[config.mk]
export PLATFORM = sky130hd
export DESIGN_NAME = text_command_line_parser
export DESIGN_NICKNAME = d
export VERILOG_FILES = /design/src/sv/tcl_pkg.sv /design/src/sv/text_command_line_parser.sv
export SDC_FILE = /design/constraint.sdc
export NUM_CORES = 1
export LEC_CHECK = 0
export ABC_AREA = 1
export BUFFER_PORTS_ARGS = -buffer_cell sky130_fd_sc_hd__buf_2
export CAP_MARGIN = 20
export CORE_ASPECT_RATIO = 2
export CORE_MARGIN = 3
export CORE_UTILIZATION = 55
export DETAILED_ROUTE_END_ITERATION = 12
export GPL_ROUTABILITY_DRIVEN = 0
export GPL_TIMING_DRIVEN = 0
export PLACE_DENSITY = 0.78
export SETUP_SLACK_MARGIN = 0.1
export SLEW_MARGIN = 15
export SYNTH_ARGS = -nofsm -noshare
export SYNTH_HDL_FRONTEND = slang
export SYNTH_SLANG_ARGS = --single-unit
export TNS_END_PERCENT = 10
[constraint.sdc]
create_clock -name clk -period 15.1 [get_ports clk]
set_input_delay 2.265 -clock clk [delete_from_list [all_inputs] [get_ports clk]]
set_output_delay 2.265 -clock clk [all_outputs]
set_load 0.1 [all_outputs]
[src/sv/tcl_pkg.sv]
// ----------------------------------------------------------------------------
// tcl_pkg
// Shared types and constants of the command line parser: beat formats,
// result kinds, command keywords and register map.
// ----------------------------------------------------------------------------
`default_nettype none

package tcl_pkg;

	// result kinds reported on the result channel
	typedef enum logic [3:0] {
		KIND_QUIT         = 4'd0,
		KIND_LIST         = 4'd1,
		KIND_INFO         = 4'd2,
		KIND_SEARCH       = 4'd3,
		KIND_NUL          = 4'd4,
		KIND_LINE_LONG    = 4'd5,
		KIND_TOO_MANY     = 4'd6,
		KIND_TOKEN_LONG   = 4'd7,
		KIND_USAGE_QUIT   = 4'd8,
		KIND_USAGE_LIST   = 4'd9,
		KIND_USAGE_INFO   = 4'd10,
		KIND_USAGE_SEARCH = 4'd11,
		KIND_COUNT_LOW    = 4'd12,
		KIND_COUNT_BIG    = 4'd13,
		KIND_UNKNOWN      = 4'd14
	} kind_t;

	// input beat: one stream byte or a session restart
	typedef struct packed {
		logic [7:0] data_byte;
		logic       restart;
	} cmd_t;

	// result beat
	typedef struct packed {
		kind_t       result_kind;
		logic [30:0] request_id;
		logic [15:0] request_count;
	} res_t;

	// keywords, packed right aligned as the first token is shifted in
	localparam logic [47:0] TXT_QUIT   = 48'h0000_5155_4954;
	localparam logic [47:0] TXT_LIST   = 48'h0000_4C49_5354;
	localparam logic [47:0] TXT_INFO   = 48'h0000_494E_464F;
	localparam logic [47:0] TXT_SEARCH = 48'h5345_4152_4348;

	// special bytes
	localparam logic [7:0] CH_NUL   = 8'h00;
	localparam logic [7:0] CH_NL    = 8'h0A;
	localparam logic [7:0] CH_TAB   = 8'h09;
	localparam logic [7:0] CH_CR    = 8'h0D;
	localparam logic [7:0] CH_SPACE = 8'h20;
	localparam logic [7:0] CH_PLUS  = 8'h2B;
	localparam logic [7:0] CH_MINUS = 8'h2D;
	localparam logic [7:0] CH_ZERO  = 8'h30;
	localparam logic [7:0] CH_NINE  = 8'h39;

	// magnitude saturation point and signed 32-bit limits
	localparam logic [31:0] MAG_CAP = 32'h8000_0001;
	localparam logic [31:0] MAG_POS = 32'h7FFF_FFFF;
	localparam logic [31:0] MAG_NEG = 32'h8000_0000;

	// register map
	localparam int unsigned ADDR_W = 3;
	localparam logic [ADDR_W-3:0] REG_MAX_COUNT = 1'b0;
	localparam logic [15:0] MAX_COUNT_RESET = 16'd1000;

endpackage

`default_nettype wire

[src/sv/text_command_line_parser.sv]
// ----------------------------------------------------------------------------
// text_command_line_parser
// Frames a byte stream into lines and decodes QUIT, LIST, INFO and SEARCH.
// ----------------------------------------------------------------------------
// One byte beat is taken per clock cycle while the input is not stalled. A
// beat goes into an input register, and from there the line state (length,
// token counters, keyword shift register and the two decimal accumulators)
// is updated in a single pass, with a multiply by ten as the longest path; a
// newline, a NUL byte or an overlong line loads at most one result beat into
// the result register. The input side only stalls when the result register
// is full, not taken, and the pending byte gives a result. After reset the
// block is ready at once; max_result_count resets to 1000 and is written
// through the APB port at address 0.
`default_nettype none

module text_command_line_parser #(
	parameter int unsigned LINE_MAX  = 256,
	parameter int unsigned TOKEN_MAX = 64
) (
	input  wire logic                      clk,
	input  wire logic                      arst_n,
	// byte channel
	input  wire logic                      cmd_valid,
	output      logic                      cmd_ready,
	input  wire tcl_pkg::cmd_t             cmd,
	// result channel
	output      logic                      res_valid,
	input  wire logic                      res_ready,
	output      tcl_pkg::res_t             res,
	// register port
	input  wire logic                      psel,
	input  wire logic                      penable,
	input  wire logic                      pwrite,
	input  wire logic [tcl_pkg::ADDR_W-1:0] paddr,
	input  wire logic [31:0]               pwdata,
	output      logic [31:0]               prdata,
	output      logic                      pready
);

	import tcl_pkg::*;

	localparam int unsigned LC_W = $clog2(LINE_MAX);
	localparam int unsigned TC_W = $clog2(TOKEN_MAX + 1);
	localparam logic [LC_W-1:0] LC_LAST = LC_W'(LINE_MAX - 1);
	localparam logic [TC_W-1:0] TC_SAT  = TC_W'(TOKEN_MAX);
	localparam logic [TC_W-1:0] TC_TEXT = TC_W'(6);

	typedef enum logic [1:0] {
		PEND_NONE,
		PEND_ARGS,
		PEND_TOKEN
	} pend_t;

	// decimal argument accumulator
	typedef struct packed {
		logic [31:0] mag;
		logic        neg;
		logic        digit;
		logic        bad;
	} num_t;

	// per-line token tracking
	typedef struct packed {
		logic [2:0]      tokens;
		logic            in_word;
		logic [TC_W-1:0] chars;
		logic [47:0]     text;
		pend_t           pend;
	} tok_t;

	// one character into a decimal accumulator
	function automatic num_t num_char(num_t n, logic first, logic [7:0] b);
		logic [35:0] m;
		num_t        r;
		r = n;
		m = '0;
		if (first && (b == CH_PLUS || b == CH_MINUS)) begin
			if (b == CH_MINUS)
				r.neg = 1'b1;
		end else if (b >= CH_ZERO && b <= CH_NINE) begin
			m = ({4'b0, n.mag} << 3) + ({4'b0, n.mag} << 1) + 36'(b - CH_ZERO);
			r.mag = (m > {4'b0, MAG_CAP}) ? MAG_CAP : m[31:0];
			r.digit = 1'b1;
		end else begin
			r.bad = 1'b1;
		end
		return r;
	endfunction

	function automatic logic num_ok(num_t n);
		return n.digit && !n.bad && (n.neg ? (n.mag <= MAG_NEG) : (n.mag <= MAG_POS));
	endfunction

	function automatic logic num_pos(num_t n);
		return !n.neg && (n.mag != '0);
	endfunction

	// register port
	logic [15:0] max_count_q;
	logic        reg_hit;

	assign reg_hit = (paddr[ADDR_W-1:2] == REG_MAX_COUNT);
	assign pready  = 1'b1;
	assign prdata  = reg_hit ? {16'b0, max_count_q} : '0;

	always_ff @(posedge clk or negedge arst_n) begin
		if (!arst_n) begin
			max_count_q <= MAX_COUNT_RESET;
		end else if (psel && penable && pwrite && pready && reg_hit) begin
			max_count_q <= pwdata[15:0];
		end
	end

	// input register
	logic cmd_valid_s1;
	cmd_t cmd_s1;
	logic proceed;

	assign cmd_ready = !cmd_valid_s1 || proceed;

	always_ff @(posedge clk or negedge arst_n) begin
		if (!arst_n) begin
			cmd_valid_s1 <= 1'b0;
		end else if (cmd_ready) begin
			cmd_valid_s1 <= cmd_valid;
		end
	end

	always_ff @(posedge clk) begin
		if (cmd_ready && cmd_valid)
			cmd_s1 <= cmd;
	end

	// parser state
	logic            discard_q, closed_q;
	logic [LC_W-1:0] line_count_q;
	tok_t            tok_q;
	num_t            arg1_q, arg2_q;

	logic            discard_nx, closed_nx;
	logic [LC_W-1:0] line_count_nx;
	tok_t            tok_nx, tok_et, tok_fd;
	num_t            arg1_nx, arg2_nx;
	logic            emit;
	res_t            res_nx;
	logic [7:0]      b;
	logic            blank;

	assign b     = cmd_s1.data_byte;
	assign blank = (b == CH_SPACE) || (b >= CH_TAB && b <= CH_CR);

	// token state after closing the current token
	always_comb begin
		tok_et = tok_q;
		if (tok_q.in_word && tok_q.pend == PEND_NONE) begin
			tok_et.in_word = 1'b0;
			if (tok_q.chars >= TC_SAT) begin
				tok_et.pend = PEND_TOKEN;
			end else begin
				if (tok_q.tokens == 3'd0 && tok_q.chars > TC_TEXT)
					tok_et.text = '0;
				tok_et.tokens = tok_q.tokens + 3'd1;
				if (tok_q.tokens >= 3'd3)
					tok_et.pend = PEND_ARGS;
			end
			tok_et.chars = '0;
		end
	end

	// token state after taking a non-blank character
	always_comb begin
		tok_fd = tok_q;
		if (!tok_fd.in_word) begin
			tok_fd.in_word = 1'b1;
			tok_fd.chars   = '0;
		end
		if (tok_fd.tokens == 3'd0 && tok_fd.chars < TC_TEXT)
			tok_fd.text = {tok_fd.text[39:0], b};
		if (tok_fd.chars < TC_SAT)
			tok_fd.chars = tok_fd.chars + 1'b1;
	end

	// per-beat update and result decode
	always_comb begin
		discard_nx    = discard_q;
		closed_nx     = closed_q;
		line_count_nx = line_count_q;
		tok_nx        = tok_q;
		arg1_nx       = arg1_q;
		arg2_nx       = arg2_q;
		emit          = 1'b0;
		res_nx        = '{result_kind: KIND_QUIT, request_id: '0, request_count: '0};

		priority if (cmd_s1.restart) begin
			discard_nx    = 1'b0;
			closed_nx     = 1'b0;
			line_count_nx = '0;
			tok_nx        = '0;
			arg1_nx       = '0;
			arg2_nx       = '0;
		end else if (closed_q) begin
			// session over, ignore everything
		end else if (discard_q) begin
			if (b == CH_NL)
				discard_nx = 1'b0;
		end else if (b == CH_NUL) begin
			discard_nx    = 1'b1;
			line_count_nx = '0;
			tok_nx        = '0;
			arg1_nx       = '0;
			arg2_nx       = '0;
			emit          = 1'b1;
			res_nx.result_kind = KIND_NUL;
		end else if (b == CH_NL) begin
			line_count_nx = '0;
			tok_nx        = '0;
			arg1_nx       = '0;
			arg2_nx       = '0;
			emit          = 1'b1;
			priority if (tok_et.pend == PEND_ARGS) begin
				res_nx.result_kind = KIND_TOO_MANY;
			end else if (tok_et.pend == PEND_TOKEN) begin
				res_nx.result_kind = KIND_TOKEN_LONG;
			end else if (tok_et.tokens == 3'd0) begin
				emit = 1'b0;
			end else if (tok_et.text == TXT_QUIT) begin
				if (tok_et.tokens != 3'd1) begin
					res_nx.result_kind = KIND_USAGE_QUIT;
				end else begin
					res_nx.result_kind = KIND_QUIT;
					closed_nx = 1'b1;
				end
			end else if (tok_et.text == TXT_LIST) begin
				res_nx.result_kind = (tok_et.tokens == 3'd1) ? KIND_LIST : KIND_USAGE_LIST;
			end else if (tok_et.text == TXT_INFO) begin
				if (tok_et.tokens != 3'd2 || !num_ok(arg1_q) || !num_pos(arg1_q)) begin
					res_nx.result_kind = KIND_USAGE_INFO;
				end else begin
					res_nx.result_kind = KIND_INFO;
					res_nx.request_id  = arg1_q.mag[30:0];
				end
			end else if (tok_et.text == TXT_SEARCH) begin
				priority if (tok_et.tokens != 3'd3 || !num_ok(arg1_q) || !num_pos(arg1_q)
						|| !num_ok(arg2_q)) begin
					res_nx.result_kind = KIND_USAGE_SEARCH;
				end else if (!num_pos(arg2_q)) begin
					res_nx.result_kind = KIND_COUNT_LOW;
				end else if (arg2_q.mag > {16'b0, max_count_q}) begin
					res_nx.result_kind = KIND_COUNT_BIG;
				end else begin
					res_nx.result_kind   = KIND_SEARCH;
					res_nx.request_id    = arg1_q.mag[30:0];
					res_nx.request_count = arg2_q.mag[15:0];
				end
			end else begin
				res_nx.result_kind = KIND_UNKNOWN;
			end
		end else if (line_count_q >= LC_LAST) begin
			discard_nx    = 1'b1;
			line_count_nx = '0;
			tok_nx        = '0;
			arg1_nx       = '0;
			arg2_nx       = '0;
			emit          = 1'b1;
			res_nx.result_kind = KIND_LINE_LONG;
		end else begin
			line_count_nx = line_count_q + 1'b1;
			if (tok_q.pend == PEND_NONE) begin
				if (blank) begin
					tok_nx = tok_et;
				end else begin
					tok_nx = tok_fd;
					// arguments accumulate unless the character went into the keyword
					if (!(tok_q.tokens == 3'd0 && (tok_q.in_word ? tok_q.chars : '0) < TC_TEXT)) begin
						if (tok_q.tokens == 3'd1)
							arg1_nx = num_char(arg1_q, !tok_q.in_word || tok_q.chars == '0, b);
						else if (tok_q.tokens == 3'd2)
							arg2_nx = num_char(arg2_q, !tok_q.in_word || tok_q.chars == '0, b);
					end
				end
			end
		end
	end

	// a byte moves on unless it has a result and the result register is blocked
	logic res_valid_q;
	res_t res_q;

	assign proceed   = cmd_valid_s1 && (!emit || !res_valid_q || res_ready);
	assign res_valid = res_valid_q;
	assign res       = res_q;

	// state registers and result register
	always_ff @(posedge clk or negedge arst_n) begin
		if (!arst_n) begin
			discard_q    <= 1'b0;
			closed_q     <= 1'b0;
			line_count_q <= '0;
			tok_q        <= '0;
			arg1_q       <= '0;
			arg2_q       <= '0;
			res_valid_q  <= 1'b0;
		end else begin
			if (res_valid_q && res_ready)
				res_valid_q <= 1'b0;
			if (proceed) begin
				discard_q    <= discard_nx;
				closed_q     <= closed_nx;
				line_count_q <= line_count_nx;
				tok_q        <= tok_nx;
				arg1_q       <= arg1_nx;
				arg2_q       <= arg2_nx;
				if (emit)
					res_valid_q <= 1'b1;
			end
		end
	end

	always_ff @(posedge clk) begin
		if (proceed && emit)
			res_q <= res_nx;
	end

endmodule

`default_nettype wire

# ---- After elaboration in Yosys (flattened, before gate mapping)
# Index checks and enable logic that the tools add are counted.
# W data, S select, Z words.
dict set report word_totals {
  regBits 219
  out_inout_bits 86
  elab_cells 262
}
dict set report op_classes {
  addsub 8
  n_lt_le_gt_ge 18
  eq_ne 24
  mux 111
  bitwise 4
  n_reduce_logical 72
}
# operator n
set ops {}
lappend ops {{$mux W35} 22}
lappend ops {{$mux W61} 9}
lappend ops {{$mux W47} 6}
lappend ops {{$mux W32} 6}
lappend ops {{$eq A48 B31 Y1 const B} 3}
lappend ops {{$mux W48} 3}
lappend ops {{$add A35 B33 Y36} 2}
lappend ops {{$add A36 B36 Y36} 2}
lappend ops {{$gt A36 B32 Y1 const B} 2}
lappend ops {{$le A32 B31 Y1 const B} 2}
lappend ops {{$le A32 B32 Y1 const B} 2}
lappend ops {{$reduce_bool A32 Y1} 2}
lappend ops {{$mux W51} 1}
lappend ops {{$eq A48 B47 Y1 const B} 1}
lappend ops {{$mux W4} 12}
lappend ops {{$mux W8} 6}
lappend ops {{$reduce_bool A5 Y1} 7}
lappend ops {{$mux W1} 34}
lappend ops {{$gt A32 B16 Y1} 1}
lappend ops {{$mux W16} 2}
lappend ops {{$mux W31} 1}
lappend ops {{$reduce_and A10 Y1} 3}
lappend ops {{$reduce_and A9 Y1} 3}
lappend ops {{$eq A8 B6 Y1 const B} 3}
lappend ops {{other kinds (44)} 102}

# ---- Longest topological paths before layout
dict set report depth {
  ltp_word 20
  depth_mapped 26
  ltp_nobuf 26
}

# ---- Least setup slack after synthesis
# OpenSTA, ideal clock, no wires.
dict set report synth_timing {
  path_kind {register to register}
  start {register cmd_s1 (netlist bit b[6])}
  end {register arg2_q[4] (netlist name)}
  arrival_ns 6.500
  required_ns 14.966
  path_slack_ns 8.465
  stages_incl_launch_ff 23
  n_path_buf 1
  synth_period_minus_slack_ns 6.635
  cell_sequence {edfxtp_1 > nor2_2 > inv_2 > nor2_1 > inv_1 > fa_1 > inv_1 > ha_1 > nand2_1 > nor2_1 > nand3_1 > nand3_1 > nand2_1 > nand2_1 > nand2_1 > nand2_1 > nand3_1 > nand2_1 > xor2_1 > nand2_1 > nand2_1 > clkbuf_1 > o21ai_0}
}
dict set report synth_between {
  elab_chain_len 17
}
# element line
set synth_rtl {}
lappend synth_rtl {{start, declared} text_command_line_parser.sv:116} ;# cmd_t cmd_s1;
lappend synth_rtl {{start signal, assigned} text_command_line_parser.sv:131} ;# cmd_s1 <= cmd;
lappend synth_rtl {{$sub A8 B6 Y9} text_command_line_parser.sv:81} ;# m = ({4'b0, n.mag} << 3) + ({4'b0, n.mag} << 1) + 36'(b - CH_ZERO);
lappend synth_rtl {{$add A36 B36 Y36} text_command_line_parser.sv:81}
lappend synth_rtl {{$gt A36 B32 Y1} text_command_line_parser.sv:82} ;# r.mag = (m > {4'b0, MAG_CAP}) ? MAG_CAP : m[31:0];
lappend synth_rtl {{$mux W32} text_command_line_parser.sv:82}
lappend synth_rtl {{$mux W32} text_command_line_parser.sv:80} ;# end else if (b >= CH_ZERO && b <= CH_NINE) begin
lappend synth_rtl {{$mux W32} text_command_line_parser.sv:77} ;# if (first && (b == CH_PLUS || b == CH_MINUS)) begin
lappend synth_rtl {{$mux W35} text_command_line_parser.sv:277} ;# else if (tok_q.tokens == 3'd2)
lappend synth_rtl {{$mux W35} text_command_line_parser.sv:275} ;# if (tok_q.tokens == 3'd1)
lappend synth_rtl {{$mux W35} text_command_line_parser.sv:274} ;# if (!(tok_q.tokens == 3'd0 && (tok_q.in_word ? tok_q.chars : '0) < TC_TEXT)) begin
lappend synth_rtl {{$mux W35} text_command_line_parser.sv:269} ;# if (blank) begin
lappend synth_rtl {{$mux W35} text_command_line_parser.sv:268} ;# if (tok_q.pend == PEND_NONE) begin
lappend synth_rtl {{$mux W35} text_command_line_parser.sv:258} ;# end else if (line_count_q >= LC_LAST) begin
lappend synth_rtl {{$mux W35} text_command_line_parser.sv:214} ;# end else if (b == CH_NL) begin
lappend synth_rtl {{$mux W35} text_command_line_parser.sv:206} ;# end else if (b == CH_NUL) begin
lappend synth_rtl {{$mux W35} text_command_line_parser.sv:203} ;# end else if (discard_q) begin
lappend synth_rtl {{$mux W35} text_command_line_parser.sv:201} ;# end else if (closed_q) begin
lappend synth_rtl {{$mux W35} text_command_line_parser.sv:194} ;# priority if (cmd_s1.restart) begin
lappend synth_rtl {{end signal, assigned} text_command_line_parser.sv:312} ;# arg2_q <= arg2_nx;
lappend synth_rtl {{end, declared} text_command_line_parser.sv:138} ;# num_t arg1_q, arg2_q;
# Several ways; a longest one is shown, not always the timed one. The select of a mux whose other input is x is not followed.
# A chain may end at the register's enable or synchronous reset.

# ---- Worst setup path after layout
dict set report layout_timing {
  start {input paddr[2] (netlist name)}
  end {output prdata[8]}
}
dict set report layout_between {
  elab_chain_len 1
}
# element line
set layout_rtl {}
lappend layout_rtl {{start, declared} text_command_line_parser.sv:34} ;# input wire logic [tcl_pkg::ADDR_W-1:0] paddr,
lappend layout_rtl {{$mux W16} text_command_line_parser.sv:104} ;# assign prdata = reg_hit ? {16'b0, max_count_q} : '0;
lappend layout_rtl {{end, declared} text_command_line_parser.sv:36} ;# output logic [31:0] prdata,
# No other way between the ends.

==> reports/metrics.cfg <==
[clock_tree]
path_clk_slew_ns=0.06
cts_root_buffer=clkbuf_16
cts.repair.resized=0
cts_tree=yes
cts_buffers=22
clk_latency_ns=0.53
cts.sinks=219
cts.path.max_buffers=3
htree_levels=1
post_cts_buffers=0
postCtsHoldBufs=0

[synth]
syn_avg_cell_area_um2=7.26
ys_types=60
yosysTopAreaCellShare=0.213
syn_inst=2470
synth.cells.most_frequent=nand2_1, nor2_1, inv_1
synth_edf_count=60
yosysTopAreaCell=dfrtp_1
ys_ff_latch=219
yosysSeqAreaShare=0.323
synth_ff_type=dfrtp_1
netlist_area_mm2=0.0179
async_flop_share=0.726
synth_area_leaders=dfrtp_1, nand2_1, edfxtp_1
synth_most_common_cell=nand2_1
yosysWarnings=0

[floorplan]
die_y_um=261
core_mm2=0.0322
io_pins=137
die_w_um=134
die-area_mm2=0.0350
rows=93
start_util=0.557

[hold_path]
whs_path_depth=1
min_path_type=flop to flop
hp-start=arg2_q[0]$_DFFE_PN0P_
hold_path_end=arg2_q[0]$_DFFE_PN0P_

[setup_path]
cpMostUsedCell=clkbuf_1
reg2reg_from=b[5]$_DFFE_PP_
worst-r2r-setup-slack_ns=9.63
start_kind=input port
worstSetupPathType=input port to output pin
end_kind=output pin
crit_required_ns=12.84
critPathSlowestCell=buf_2
crit_path_cell_trace=clkbuf_1 > clkbuf_1 > nor2_1 > buf_2
cp-startpoint=paddr[2]
crit_arrival_ns=3.29
max_stage_delay_ns=0.45
cp_max_fo=10
r2r_cells=22
r2r_end=arg1_q[21]$_DFFE_PN0P_

[placement]
numPlacedInstances=3016
dp_slack_ns=9.56
io_buffers=100
dp_hpwl_um=43700

[finish]
layout.nets=2826
final_cells=3056
regArea_mm2=0.00579
n_antenna_cell=0
multi_input_area_mm2=0.0105
synthToLayoutAreaGrowth_pct=11.1
drive_gt1_frac=0.103
fill_cells=2888

[pwr]
p_per_area_mw_per_mm2=151
total_power_mw=3.01
peakVddDrop_mv=0.0897
p_leak_nw=9.78

[route]
drtPass1Iterations=7
wl_um=54900
vias=17500
wl_per_cell_um=18.0
drtIter0Drc=1245
via_per_inst=5.74
ant_nets=0
drc=0

[outcome]
outcome=complete, no violations

[sta]
setup_viol=0
period_needed_ns=5.56
hold_viol=0
fmax_mhz=180
setup_tns_ns=0
timing.final.ws_setup_ns=9.54
final.period_utilization=0.368
max_slew.worst_pin.slew_ns=0.855
holdWs_ns=0.503
fin_skew_ns=0.0138
slew_headroom=0.429
drv_slew=0
rsz0062_at_grt=no

[grt]
grt_usage=0.309
overflow=0
grt_max_degree=106
antenna_found_initial=0
grt_pass1_wl_um=86300
grt_pass1_vias=17500

[run]
maxCapViolations=0

-- worst max-delay path by stage --
stage | to | depth (start not counted)
floorplan | arg2_q[4]$_DFFE_PN0P_ | 22
global placement | arg1_q[24]$_DFFE_PN0P_ | 22
detailed placement | prdata[8] | 4
CTS | prdata[8] | 4
global route | arg1_q[21]$_DFFE_PN0P_ | 23
finish | prdata[8] | 4
-- critical path: cells and delay by family --
kind,cells,cell delay (ns)
buf+inv,3,0.85
simple gates,1,0.18
-- per-layer routing --
| layer | global-route usage | vias to the layer above | part of all wire |
|---|---|---|---|
| li1 | - | 8299 | - |
| met1 | 0.306 | 8278 | 0.34 |
| met2 | 0.590 | 697 | 0.53 |
| met3 | 0.0225 | 263 | 0.039 |
| met4 | 0.234 | 0 | 0.087 |
| met5 | 0 | - | 0 |
-- placed cells by master, fill, tap and decap left out, types with 6 or more instances in the layout --
cell type / instances
nand3_1: 154
edfxtp_1: 60
o21ai_0: 90
clkbuf_1: 30
ha_1: 100
buf_2: 114
dfrtp_1: 153
conb_1: 17
nand3b_1: 19
nand2_2: 11
clkbuf_16: 23
fa_1: 62
a21oi_1: 130
dfstp_2: 6
nor2_4: 16
o32ai_1: 10
nor2_1: 334
nand2_1: 631
mux2_2: 16
xor2_1: 11
nor4_1: 6
a21o_1: 6
nor3_1: 24
inv_2: 12
nand4_1: 72
o21ai_1: 49
o22ai_1: 16
xnor2_1: 10
inv_1: 328
a32o_1: 9
nor2_2: 7
buf_4: 22
-- registers in the layout, indices dropped and copies added, names as in the netlist --
name / count
max_count_q: 16
arg2_q: 35
cmd_valid_s1: 1
tok_fd: 5
res: 51
arg1_q: 35
res_valid: 1
discard_q: 1
closed_q: 1
line_count_q: 8
tok_q: 56
b: 8
cmd_s1: 1
-- metrics by stage --
| stage | area [um^2] | utilization |
|---|---|---|
| 5_1_grt | 19900 | 0.618 |
| 3_5_place_dp | 19200 | 0.594 |
| 3_3_place_gp | 19000 | 0.591 |
| 2_1_floorplan | 18000 | - |
| 6_report | 19900 | 0.618 |
| 4_1_cts | 19900 | 0.618 |
-- logic make-up after synthesis --
kind of cell             Yosys count  synth area share
AND/OR/NAND/NOR                 1292             0.312
multiplexers                      21            0.0132
other                              2          0.000419
buffers and inverters            418            0.0977
flip-flops                       219             0.323
adder cells (fa/ha/maj)          162             0.139
XOR/XNOR                          21            0.0102
AO/OA/AOI/OAI                    335             0.105
-- area by class of cell --
cell class / count / share of cell area
Buffer: 77 / 0.0237
Clock buffer: 25 / 0.0293
Clock inverter: 15 / 0.00967
Inverter: 341 / 0.0642
Multi-Input combinational cell: 1848 / 0.525
Sequential cell: 219 / 0.290
Tap cell: 427 / 0.0268
Timing Repair Buffer: 104 / 0.0308
-- where the power goes --
part | internal [mW] | switching, mW | leakage (nW) | total [mW]
combinational | 0.488 | 1.04 | 6.90 | 1.53
sequential | 0.718 | 0.156 | 2.51 | 0.874
clock | 0.349 | 0.254 | 0.377 | 0.603
(Power assumes the default switching activity.)
